--- src/sv/brem_pkg.sv ---
// Package for the band RMS energy meter: beat types, control struct and constants.
`default_nettype none
package brem_pkg;

    localparam int unsigned NUM_BANDS_DEF = 32;

    localparam int unsigned SAMPLE_W = 16;
    localparam int unsigned SPB_W    = 13;
    localparam int unsigned SQ_W     = 31;
    localparam int unsigned SUM_W    = 43;
    localparam int unsigned QUO_W    = 31;
    localparam int unsigned RMS_W    = 16;
    localparam int unsigned ENERGY_W = 16;
    localparam int unsigned COEF_W   = 16;

    localparam logic [SPB_W-1:0]  SPB_RESET = SPB_W'(16);
    localparam logic [SPB_W-1:0]  SPB_MAX   = SPB_W'(4096);
    localparam logic [COEF_W-1:0] C_OLD     = COEF_W'(51117);
    localparam logic [COEF_W-1:0] C_NEW     = COEF_W'(14418);

    // APB register map.
    localparam int unsigned PADDR_W = 3;
    localparam logic        REG_SPB = 1'b0;

    typedef struct packed {
        logic signed [SAMPLE_W-1:0] sample;
        logic                       frame_end;
    } t_in_beat;

    typedef struct packed {
        logic [4:0]          band_index;
        logic [ENERGY_W-1:0] band_energy;
        logic                last_band;
    } t_out_beat;

    // Commands from the sequencer to the energy store.
    typedef struct packed {
        logic rd;
        logic mul;
        logic wr;
    } t_store_ctl;

endpackage
`default_nettype wire

--- src/sv/brem_div.sv ---
// Restoring divider: one quotient bit per cycle, band square sum by band length.
`default_nettype none
module brem_div (
    input  wire logic                        i_clk,
    input  wire logic                        i_rst_n,
    input  wire logic                        i_start,
    input  wire logic [brem_pkg::SUM_W-1:0]  i_dividend,
    input  wire logic [brem_pkg::SPB_W-1:0]  i_divisor,
    output logic                             o_done,
    output logic [brem_pkg::QUO_W-1:0]       o_quot
);
    import brem_pkg::*;

    localparam int unsigned CNT_W = $clog2(SUM_W);

    logic             r_busy;
    logic             r_done;
    logic [CNT_W-1:0] r_cnt;
    logic [SUM_W-1:0] r_q;
    logic [SPB_W-1:0] r_rem;

    logic [SPB_W:0]   rem_sh;
    logic             ge;

    assign rem_sh = {r_rem, r_q[SUM_W-1]};
    assign ge     = rem_sh >= {1'b0, i_divisor};

    always_ff @(posedge i_clk) begin
        if (!i_rst_n) begin
            r_busy <= 1'b0;
            r_done <= 1'b0;
            r_cnt  <= '0;
        end else begin
            r_done <= 1'b0;
            if (i_start) begin
                r_busy <= 1'b1;
                r_cnt  <= '0;
            end else if (r_busy) begin
                r_cnt <= r_cnt + CNT_W'(1);
                if (r_cnt == CNT_W'(SUM_W - 1)) begin
                    r_busy <= 1'b0;
                    r_done <= 1'b1;
                end
            end
        end
    end

    // The dividend shifts out of the top while quotient bits shift in below.
    always_ff @(posedge i_clk) begin
        if (i_start) begin
            r_q   <= i_dividend;
            r_rem <= '0;
        end else if (r_busy) begin
            r_q   <= {r_q[SUM_W-2:0], ge};
            r_rem <= ge ? SPB_W'(rem_sh - {1'b0, i_divisor}) : rem_sh[SPB_W-1:0];
        end
    end

    assign o_done = r_done;
    // The mean of squares never exceeds one full-scale square, so the upper bits are zero.
    assign o_quot = r_q[QUO_W-1:0];

endmodule
`default_nettype wire

--- src/sv/brem_sqrt.sv ---
// Digit-by-digit integer square root, one result bit per cycle.
`default_nettype none
module brem_sqrt (
    input  wire logic                        i_clk,
    input  wire logic                        i_rst_n,
    input  wire logic                        i_start,
    input  wire logic [brem_pkg::QUO_W-1:0]  i_val,
    output logic                             o_done,
    output logic [brem_pkg::RMS_W-1:0]       o_root
);
    import brem_pkg::*;

    localparam int unsigned W = 2 * RMS_W;

    logic         r_busy;
    logic         r_done;
    logic [W-1:0] r_v;
    logic [W-1:0] r_res;
    logic [W-1:0] r_bit;

    logic [W-1:0] trial;
    logic         take;

    assign trial = r_res + r_bit;
    assign take  = r_v >= trial;

    always_ff @(posedge i_clk) begin
        if (!i_rst_n) begin
            r_busy <= 1'b0;
            r_done <= 1'b0;
        end else begin
            r_done <= 1'b0;
            if (i_start) begin
                r_busy <= 1'b1;
            end else if (r_busy && r_bit[0]) begin
                r_busy <= 1'b0;
                r_done <= 1'b1;
            end
        end
    end

    always_ff @(posedge i_clk) begin
        if (i_start) begin
            r_v   <= W'(i_val);
            r_res <= '0;
            r_bit <= W'(1) << (W - 2);
        end else if (r_busy) begin
            if (take) begin
                r_v   <= r_v - trial;
                r_res <= (r_res >> 1) + r_bit;
            end else begin
                r_res <= r_res >> 1;
            end
            r_bit <= r_bit >> 2;
        end
    end

    assign o_done = r_done;
    assign o_root = r_res[RMS_W-1:0];

endmodule
`default_nettype wire

--- src/sv/brem_store.sv ---
// Per-band energy memory with valid bits and the smoothing multiply-add.
`default_nettype none
module brem_store #(
    parameter int unsigned NUM_BANDS = brem_pkg::NUM_BANDS_DEF,
    parameter int unsigned AW        = (NUM_BANDS > 1) ? $clog2(NUM_BANDS) : 1
) (
    input  wire logic                          i_clk,
    input  wire logic                          i_rst_n,
    input  wire brem_pkg::t_store_ctl          i_ctl,
    input  wire logic [AW-1:0]                 i_addr,
    input  wire logic [brem_pkg::RMS_W-1:0]    i_rms,
    output logic [brem_pkg::ENERGY_W-1:0]      o_energy
);
    import brem_pkg::*;

    localparam int unsigned POLD_W = ENERGY_W + COEF_W;
    localparam int unsigned PNEW_W = RMS_W + COEF_W;
    localparam int unsigned ACC_W  = POLD_W + 1;

    logic [ENERGY_W-1:0]  r_mem [NUM_BANDS];
    logic [NUM_BANDS-1:0] r_valid;
    logic [ENERGY_W-1:0]  r_rdata;
    logic                 r_rvalid;
    logic [POLD_W-1:0]    r_p_old;
    logic [PNEW_W-1:0]    r_p_new;

    logic [ENERGY_W-1:0]     old_energy;
    logic [ACC_W-1:0]        acc;
    logic [ACC_W-COEF_W-1:0] scaled;

    // An entry never written since reset reads as zero energy.
    assign old_energy = r_rvalid ? r_rdata : '0;

    always_ff @(posedge i_clk) begin
        if (i_ctl.rd) begin
            r_rdata <= r_mem[i_addr];
        end
        if (i_ctl.wr) begin
            r_mem[i_addr] <= o_energy;
        end
        if (i_ctl.mul) begin
            r_p_old <= old_energy * C_OLD;
            r_p_new <= i_rms * C_NEW;
        end
    end

    always_ff @(posedge i_clk) begin
        if (!i_rst_n) begin
            r_valid  <= '0;
            r_rvalid <= 1'b0;
        end else begin
            if (i_ctl.rd) begin
                r_rvalid <= r_valid[i_addr];
            end
            if (i_ctl.wr) begin
                r_valid[i_addr] <= 1'b1;
            end
        end
    end

    assign acc    = ACC_W'(r_p_old) + ACC_W'(r_p_new);
    assign scaled = acc[ACC_W-1:COEF_W];
    assign o_energy = (scaled > (ACC_W-COEF_W)'({ENERGY_W{1'b1}})) ?
                      {ENERGY_W{1'b1}} : scaled[ENERGY_W-1:0];

endmodule
`default_nettype wire

--- src/sv/band_rms_energy_meter.sv ---
// Top level of the band RMS energy meter: APB register, sample sequencer and result beat.
//
// Input beats carry one signed Q1.15 sample and a frame_end flag; output beats
// report one band: its index, smoothed RMS energy and a last_band flag.
// samples_per_band is written over APB at address 0; the user must write it only
// while the block is idle, as the block itself does not enforce this. A sample
// that completes no band is squared into a register, then added to the band sum.
// A completed band reads its entry in the energy memory, runs a divide by the
// band length and a square root, then smooths and writes back that entry before
// its beat is offered. On an early frame end each remaining band follows in
// turn; a band with an empty sum skips the divide and square root.
// Input ready is high only while no sample or band is in progress.
// Reset clears the counters, the band sum and the valid bits of the energy
// memory, so every band starts from zero energy with no clearing pass.
// A stalled output holds its beat; the sequencer goes on with the next band but
// waits in its emit state until that beat has been taken.
`default_nettype none
module band_rms_energy_meter #(
    parameter int unsigned NUM_BANDS = brem_pkg::NUM_BANDS_DEF
) (
    input  wire logic                           i_clk,
    input  wire logic                           i_rst_n,
    input  wire logic                           i_in_valid,
    output logic                                o_in_ready,
    input  wire brem_pkg::t_in_beat             i_in_beat,
    output logic                                o_out_valid,
    input  wire logic                           i_out_ready,
    output brem_pkg::t_out_beat                 o_out_beat,
    input  wire logic                           psel,
    input  wire logic                           penable,
    input  wire logic                           pwrite,
    input  wire logic [brem_pkg::PADDR_W-1:0]   paddr,
    input  wire logic [31:0]                    pwdata,
    output logic [31:0]                         prdata,
    output logic                                pready
);
    import brem_pkg::*;

    localparam int unsigned AW = (NUM_BANDS > 1) ? $clog2(NUM_BANDS) : 1;
    localparam int unsigned BW = $clog2(NUM_BANDS + 1);

    typedef enum logic [2:0] {
        S_IDLE,
        S_ACC,
        S_START,
        S_DIV,
        S_SQRT,
        S_MUL,
        S_EMIT,
        S_NEXT
    } t_state;

    t_state            r_state;
    logic [SPB_W-1:0]  r_spb;
    logic [SQ_W-1:0]   r_sq;
    logic              r_fend;
    logic [SUM_W-1:0]  r_sum;
    logic [SPB_W-1:0]  r_count;
    logic [BW-1:0]     r_band;
    logic [RMS_W-1:0]  r_rms;
    logic              r_out_valid;
    t_out_beat         r_out;

    logic [SPB_W-1:0]    band_len;
    logic [SAMPLE_W:0]   ext;
    logic [SAMPLE_W:0]   mag;
    logic [2*SAMPLE_W+1:0] sq_full;
    logic [SUM_W-1:0]    sum_acc;
    logic [SPB_W-1:0]    cnt_inc;
    logic                band_live;
    logic                more_bands;
    logic                out_free;
    logic                cfg_wr;
    logic                div_start;
    logic                div_done;
    logic [QUO_W-1:0]    quot;
    logic                sqrt_start;
    logic                sqrt_done;
    logic [RMS_W-1:0]    root;
    t_store_ctl          store_ctl;
    logic [ENERGY_W-1:0] energy;

    // APB register: written on the access cycle, reads back the stored value.
    assign pready = 1'b1;
    assign cfg_wr = psel && penable && pwrite && pready && (paddr[2] == REG_SPB);
    assign prdata = (paddr[2] == REG_SPB) ? 32'(r_spb) : '0;

    always_ff @(posedge i_clk) begin
        if (!i_rst_n) begin
            r_spb <= SPB_RESET;
        end else if (cfg_wr) begin
            r_spb <= pwdata[SPB_W-1:0];
        end
    end

    always_comb begin
        if (r_spb == '0) begin
            band_len = SPB_W'(1);
        end else if (r_spb > SPB_MAX) begin
            band_len = SPB_MAX;
        end else begin
            band_len = r_spb;
        end
    end

    assign ext     = {i_in_beat.sample[SAMPLE_W-1], i_in_beat.sample};
    assign mag     = i_in_beat.sample[SAMPLE_W-1] ? (~ext + (SAMPLE_W+1)'(1)) : ext;
    assign sq_full = mag * mag;

    assign sum_acc    = r_sum + SUM_W'(r_sq);
    assign cnt_inc    = r_count + SPB_W'(1);
    assign band_live  = r_band < BW'(NUM_BANDS);
    assign more_bands = (r_band + BW'(1)) < BW'(NUM_BANDS);
    assign out_free   = !r_out_valid || i_out_ready;

    assign o_in_ready = (r_state == S_IDLE);
    assign div_start  = (r_state == S_START) && (r_sum != '0);
    assign sqrt_start = (r_state == S_DIV) && div_done;

    assign store_ctl.rd  = (r_state == S_START);
    assign store_ctl.mul = (r_state == S_MUL);
    assign store_ctl.wr  = (r_state == S_EMIT) && out_free;

    always_ff @(posedge i_clk) begin
        if (!i_rst_n) begin
            r_state     <= S_IDLE;
            r_fend      <= 1'b0;
            r_sum       <= '0;
            r_count     <= '0;
            r_band      <= '0;
            r_out_valid <= 1'b0;
        end else begin
            // The emit state loads the next beat itself when the slot frees up.
            if (r_out_valid && i_out_ready && (r_state != S_EMIT)) begin
                r_out_valid <= 1'b0;
            end
            case (r_state)
                S_IDLE: begin
                    if (i_in_valid) begin
                        r_sq    <= sq_full[SQ_W-1:0];
                        r_fend  <= i_in_beat.frame_end;
                        r_state <= S_ACC;
                    end
                end
                S_ACC: begin
                    if (band_live) begin
                        r_sum   <= sum_acc;
                        r_count <= cnt_inc;
                        // A partial band at frame end is still divided by the full length.
                        if (cnt_inc >= band_len || r_fend) begin
                            r_state <= S_START;
                        end else begin
                            r_state <= S_IDLE;
                        end
                    end else begin
                        if (r_fend) begin
                            r_band  <= '0;
                            r_count <= '0;
                            r_sum   <= '0;
                        end
                        r_state <= S_IDLE;
                    end
                end
                S_START: begin
                    if (r_sum == '0) begin
                        r_rms   <= '0;
                        r_state <= S_MUL;
                    end else begin
                        r_state <= S_DIV;
                    end
                end
                S_DIV: begin
                    if (div_done) begin
                        r_state <= S_SQRT;
                    end
                end
                S_SQRT: begin
                    if (sqrt_done) begin
                        r_rms   <= root;
                        r_state <= S_MUL;
                    end
                end
                S_MUL: begin
                    r_state <= S_EMIT;
                end
                S_EMIT: begin
                    if (out_free) begin
                        r_out.band_index  <= 5'(r_band);
                        r_out.band_energy <= energy;
                        r_out.last_band   <= (r_band == BW'(NUM_BANDS - 1));
                        r_out_valid       <= 1'b1;
                        r_state           <= S_NEXT;
                    end
                end
                S_NEXT: begin
                    r_sum   <= '0;
                    r_count <= '0;
                    if (r_fend && more_bands) begin
                        r_band  <= r_band + BW'(1);
                        r_state <= S_START;
                    end else if (r_fend) begin
                        r_band  <= '0;
                        r_state <= S_IDLE;
                    end else begin
                        r_band  <= r_band + BW'(1);
                        r_state <= S_IDLE;
                    end
                end
                default: begin
                    r_state <= S_IDLE;
                end
            endcase
        end
    end

    assign o_out_valid = r_out_valid;
    assign o_out_beat  = r_out;

    brem_div u_div (
        .i_clk      (i_clk),
        .i_rst_n    (i_rst_n),
        .i_start    (div_start),
        .i_dividend (r_sum),
        .i_divisor  (band_len),
        .o_done     (div_done),
        .o_quot     (quot)
    );

    brem_sqrt u_sqrt (
        .i_clk   (i_clk),
        .i_rst_n (i_rst_n),
        .i_start (sqrt_start),
        .i_val   (quot),
        .o_done  (sqrt_done),
        .o_root  (root)
    );

    brem_store #(
        .NUM_BANDS (NUM_BANDS),
        .AW        (AW)
    ) u_store (
        .i_clk    (i_clk),
        .i_rst_n  (i_rst_n),
        .i_ctl    (store_ctl),
        .i_addr   (r_band[AW-1:0]),
        .i_rms    (r_rms),
        .o_energy (energy)
    );

endmodule
`default_nettype wire
--- config.mk ---
export PLATFORM = sky130hd
export DESIGN_NAME = band_rms_energy_meter
export DESIGN_NICKNAME = d
export VERILOG_FILES = /design/src/sv/brem_pkg.sv /design/src/sv/brem_div.sv /design/src/sv/brem_sqrt.sv /design/src/sv/brem_store.sv /design/src/sv/band_rms_energy_meter.sv
export SDC_FILE = /design/constraint.sdc
export NUM_CORES = 2
export LEC_CHECK = 0
export BUFFER_PORTS_ARGS = -buffer_cell sky130_fd_sc_hd__buf_4
export CORE_MARGIN = 2
export CORE_UTILIZATION = 37
export CTS_CLUSTER_SIZE = 24
export DETAILED_ROUTE_END_ITERATION = 6
export GPL_TIMING_DRIVEN = 0
export SYNTH_ARGS = -nofsm -noshare
export SYNTH_HDL_FRONTEND = slang
export SYNTH_SLANG_ARGS = --single-unit
--- constraint.sdc ---
create_clock -name i_clk -period 8.8 [get_ports i_clk]
set_input_delay 0.44 -clock i_clk [delete_from_list [all_inputs] [get_ports i_clk]]
set_output_delay 0.44 -clock i_clk [all_outputs]
set_load 0.01 [all_outputs]
==> flow_metrics.env <==
export IMPL_status="complete, no violations"
export IMPL_cts_max_path_buffers=3
export IMPL_worst_slew_pin_transition_ns=1.388
export IMPL_finalClockSkew_ns=0.07811
export IMPL_numCtsBuffers=94
export IMPL_grt_usage=0.1800
export IMPL_finalSetupViolCount=0
export IMPL_grt_antenna_before_repair=6
export IMPL_p_per_area_mw_per_mm2=310.0
export IMPL_coreArea_mm2=0.1537
export IMPL_first_global_vias=38000
export IMPL_drc=0
export IMPL_grt_max_degree=40
export IMPL_ant_nets=0
export IMPL_utilization=0.4205
export IMPL_crit_buf_inv=7
export IMPL_maxCapViolations=0
export IMPL_io_pins=116
export IMPL_ff2ff_setup_slack_ns=1.37
export IMPL_wl_per_cell_um=19.57
export IMPL_total_leakage_power_nw=25.99
export IMPL_area_growth_pct=13.10
export IMPL_via_per_inst=5.161
export IMPL_initial_core_util=0.3718
export IMPL_clk_latency_ns=0.73
export IMPL_whs_ns=0.1005
export IMPL_ys_seq_area_frac=0.4485
export IMPL_syn_mean_instance_area_um2=11.94
export IMPL_yosys_warnings=0
export IMPL_crit_path_start_kind="input pin"
export IMPL_synth_area_mm2=0.05713
export IMPL_dp_slack_ns=-1.416
export IMPL_rsz0062_at_grt="no"
export IMPL_post_cts_buffers=0
export IMPL_fmax_mhz=119.1
export IMPL_worst_ep_arrival_time_ns=8.80
export IMPL_synth_seq_cells=915
export IMPL_setup_ws_ns=0.4071
export IMPL_crit_type="in -> reg"
export IMPL_syn_inst=4787
export IMPL_routabilityCongestion=0.8839
export IMPL_timing_critical_path_max_delay_family="adder cells"
export IMPL_cts_tree="done"
export IMPL_drt_pass1_iter_count=7
export IMPL_port_buffers=74
export IMPL_crit_top_cell="fa_1"
export IMPL_die_w_um=397.0
export IMPL_cts_sinks=915
export IMPL_cts_root_buf="clkbuf_16"
export IMPL_slew_headroom=0.07248
export IMPL_vdd_drop_max_uv=570.1
export IMPL_wirelength_um=140700
export IMPL_critPathCaptureType="flip-flop"
export IMPL_setup_tns_ns=0
export IMPL_drtIter0Drc=3133
export IMPL_crit_path_max_incr_delay_ns=0.55
export IMPL_period_share=0.9537
export IMPL_cp_slowest_cell="xor2_2"
export IMPL_ys_async_sr_fraction=0
export IMPL_hp_class="in -> reg"
export IMPL_grt_pass1_wl_um=219700
export IMPL_dieArea_mm2=0.1576
export IMPL_cp_max_fo=8
export IMPL_via_count=37100
export IMPL_die_h_um=397.0
export IMPL_clk_pin_slew_ns=0.06
export IMPL_period_needed_ns=8.393
export IMPL_rows=144
export IMPL_slew_violations=0
export IMPL_nets=5947
export IMPL_htreeDepth=3
export IMPL_overflow=0
export IMPL_drive_above_1_share=0.09842
export IMPL_finalHoldViolCount=0
export IMPL_synthDistinctLibCells=82
export IMPL_ys_flop_type="edfxtp_1"
export IMPL_crit_required_ns=9.21
export IMPL_place_hpwl_um=106600
export IMPL_synth_edff_count=730
==> area by class of cell <==
type / count / area, µm²
Antenna cell: 3 / 7.507
Buffer: 166 / 720.7
Clock buffer: 108 / 2425
Clock inverter: 66 / 703.2
Fill cell: 14330 / 89070
Inverter: 579 / 2180
Multi-Input combinational cell: 3178 / 29020
Sequential cell: 915 / 25620
Tap cell: 2044 / 2557
Timing Repair Buffer: 129 / 1378
==> sequential cells by signal (all words and copies together), names as in the netlist, 29 cells and up <==
name	count
u_store.r_mem	512
u_store.r_p_new	29
u_sqrt.r_res	32
u_store.r_valid	32
u_div.r_q	43
r_sq	30
u_sqrt.r_v	32
u_store.r_p_old	31
r_sum	43
==> final timing paths <==
path / start / to / cells past startpoint
max: i_in_beat[6] / r_sq[30]$_DFFE_PP_ / 29
min: i_in_beat[1] / r_sq[0]$_DFFE_PP_ / 1
max reg2reg: u_store.r_rvalid$_SDFFE_PN0P_ / u_store.r_p_old[31]$_DFFE_PP_ / 24
min reg2reg: u_store.r_valid[14]$_SDFFE_PN0P_ / u_store.r_valid[14]$_SDFFE_PN0P_ / 1
==> Yosys cell counts (32+ instances only) <==
master      n  share of area
nand2b_1   32         0.0035
nor3_1     38         0.0033
and3_1     32         0.0035
mux2i_1    38         0.0067
o21a_1     72         0.0095
a22oi_1    87          0.011
nand2_1   429          0.028
nor2_1    277          0.018
edfxtp_1  730           0.38
nor2b_1    74         0.0081
xnor2_1   133          0.020
ha_1      488           0.11
o21bai_1   34         0.0045
nand3_1    44         0.0039
fa_1      337           0.12
clkbuf_1  117         0.0077
a21o_1     74         0.0097
a21oi_1   188          0.016
xor2_1     97          0.015
o21ai_0   162          0.014
inv_1     572          0.038
dfxtp_1   185          0.065
and2_1     45         0.0049
nand4_1    43         0.0047
mux4_2    137          0.054
==> kinds of logic after synthesis <==
family                     count (synthesis)  share of synthesized area
other                                      2                  0.0001314
and+or+nand+nor                         1090                    0.08788
AOI/OAI and AO/OA                        802                    0.09156
buffers and inverters                    746                    0.05067
DFF                                      915                     0.4485
xor gates and xnor gates                 230                    0.03526
muxes                                    177                    0.06105
adders and majority gates                825                     0.2249
==> power breakdown <==
| part | total (mW) | switching (mW) | leakage [nW] | internal, mW |
|---|---|---|---|---|
| logic | 10.2 | 5.97 | 16.5 | 4.26 |
| clock network | 4.01 | 1.77 | 1.48 | 2.24 |
| registers | 5.80 | 0.253 | 8.04 | 5.54 |
==> through the flow <==
step / power (mW) / cells / cell area (µm²)
floorplan: 13.39 / 4839 / 57330
global placement: 15.91 / 6957 / 60440
detailed placement: 16.02 / 6999 / 61290
CTS: 20.10 / 7185 / 64590
global route: 21.82 / 7186 / 64610
finish: 20.03 / 7188 / 64620
==> timing repair <==
| item | in CTS | in global routing |
|---|---|---|
| setup endpoints to repair | 7 | 6 |
| hold buffers | 13 | 0 |
| gates resized for setup | 7 | 5 |
| endpoints found under the hold margin | 13 | 0 |
==> cell usage in the layout (no fill, tap or decap), types with 34 or more instances in the layout <==
cell,n
o21a_1,72
buf_4,96
mux2i_1,38
mux4_2,137
a22oi_1,87
dfxtp_1,185
xor2_1,94
xnor2_1,133
conb_1,54
nor2b_1,74
a21oi_1,186
nand4_1,43
and2_1,45
edfxtp_1,730
a21o_1,74
nor2_1,244
nand3_1,44
o21bai_1,34
fa_1,337
clkbuf_16,94
inv_1,571
o21ai_0,157
nor3_1,38
ha_1,488
nand2_1,424
clkbuf_1,126
==> metal layers <==
metal	global-route usage	routed length, µm
met4	0.04624	3107
met5	0	0
met2	0.2862	63970
met1	0.2597	64770
met3	0.02335	8817
No activity file was read; power rests on OpenSTA's default activity.
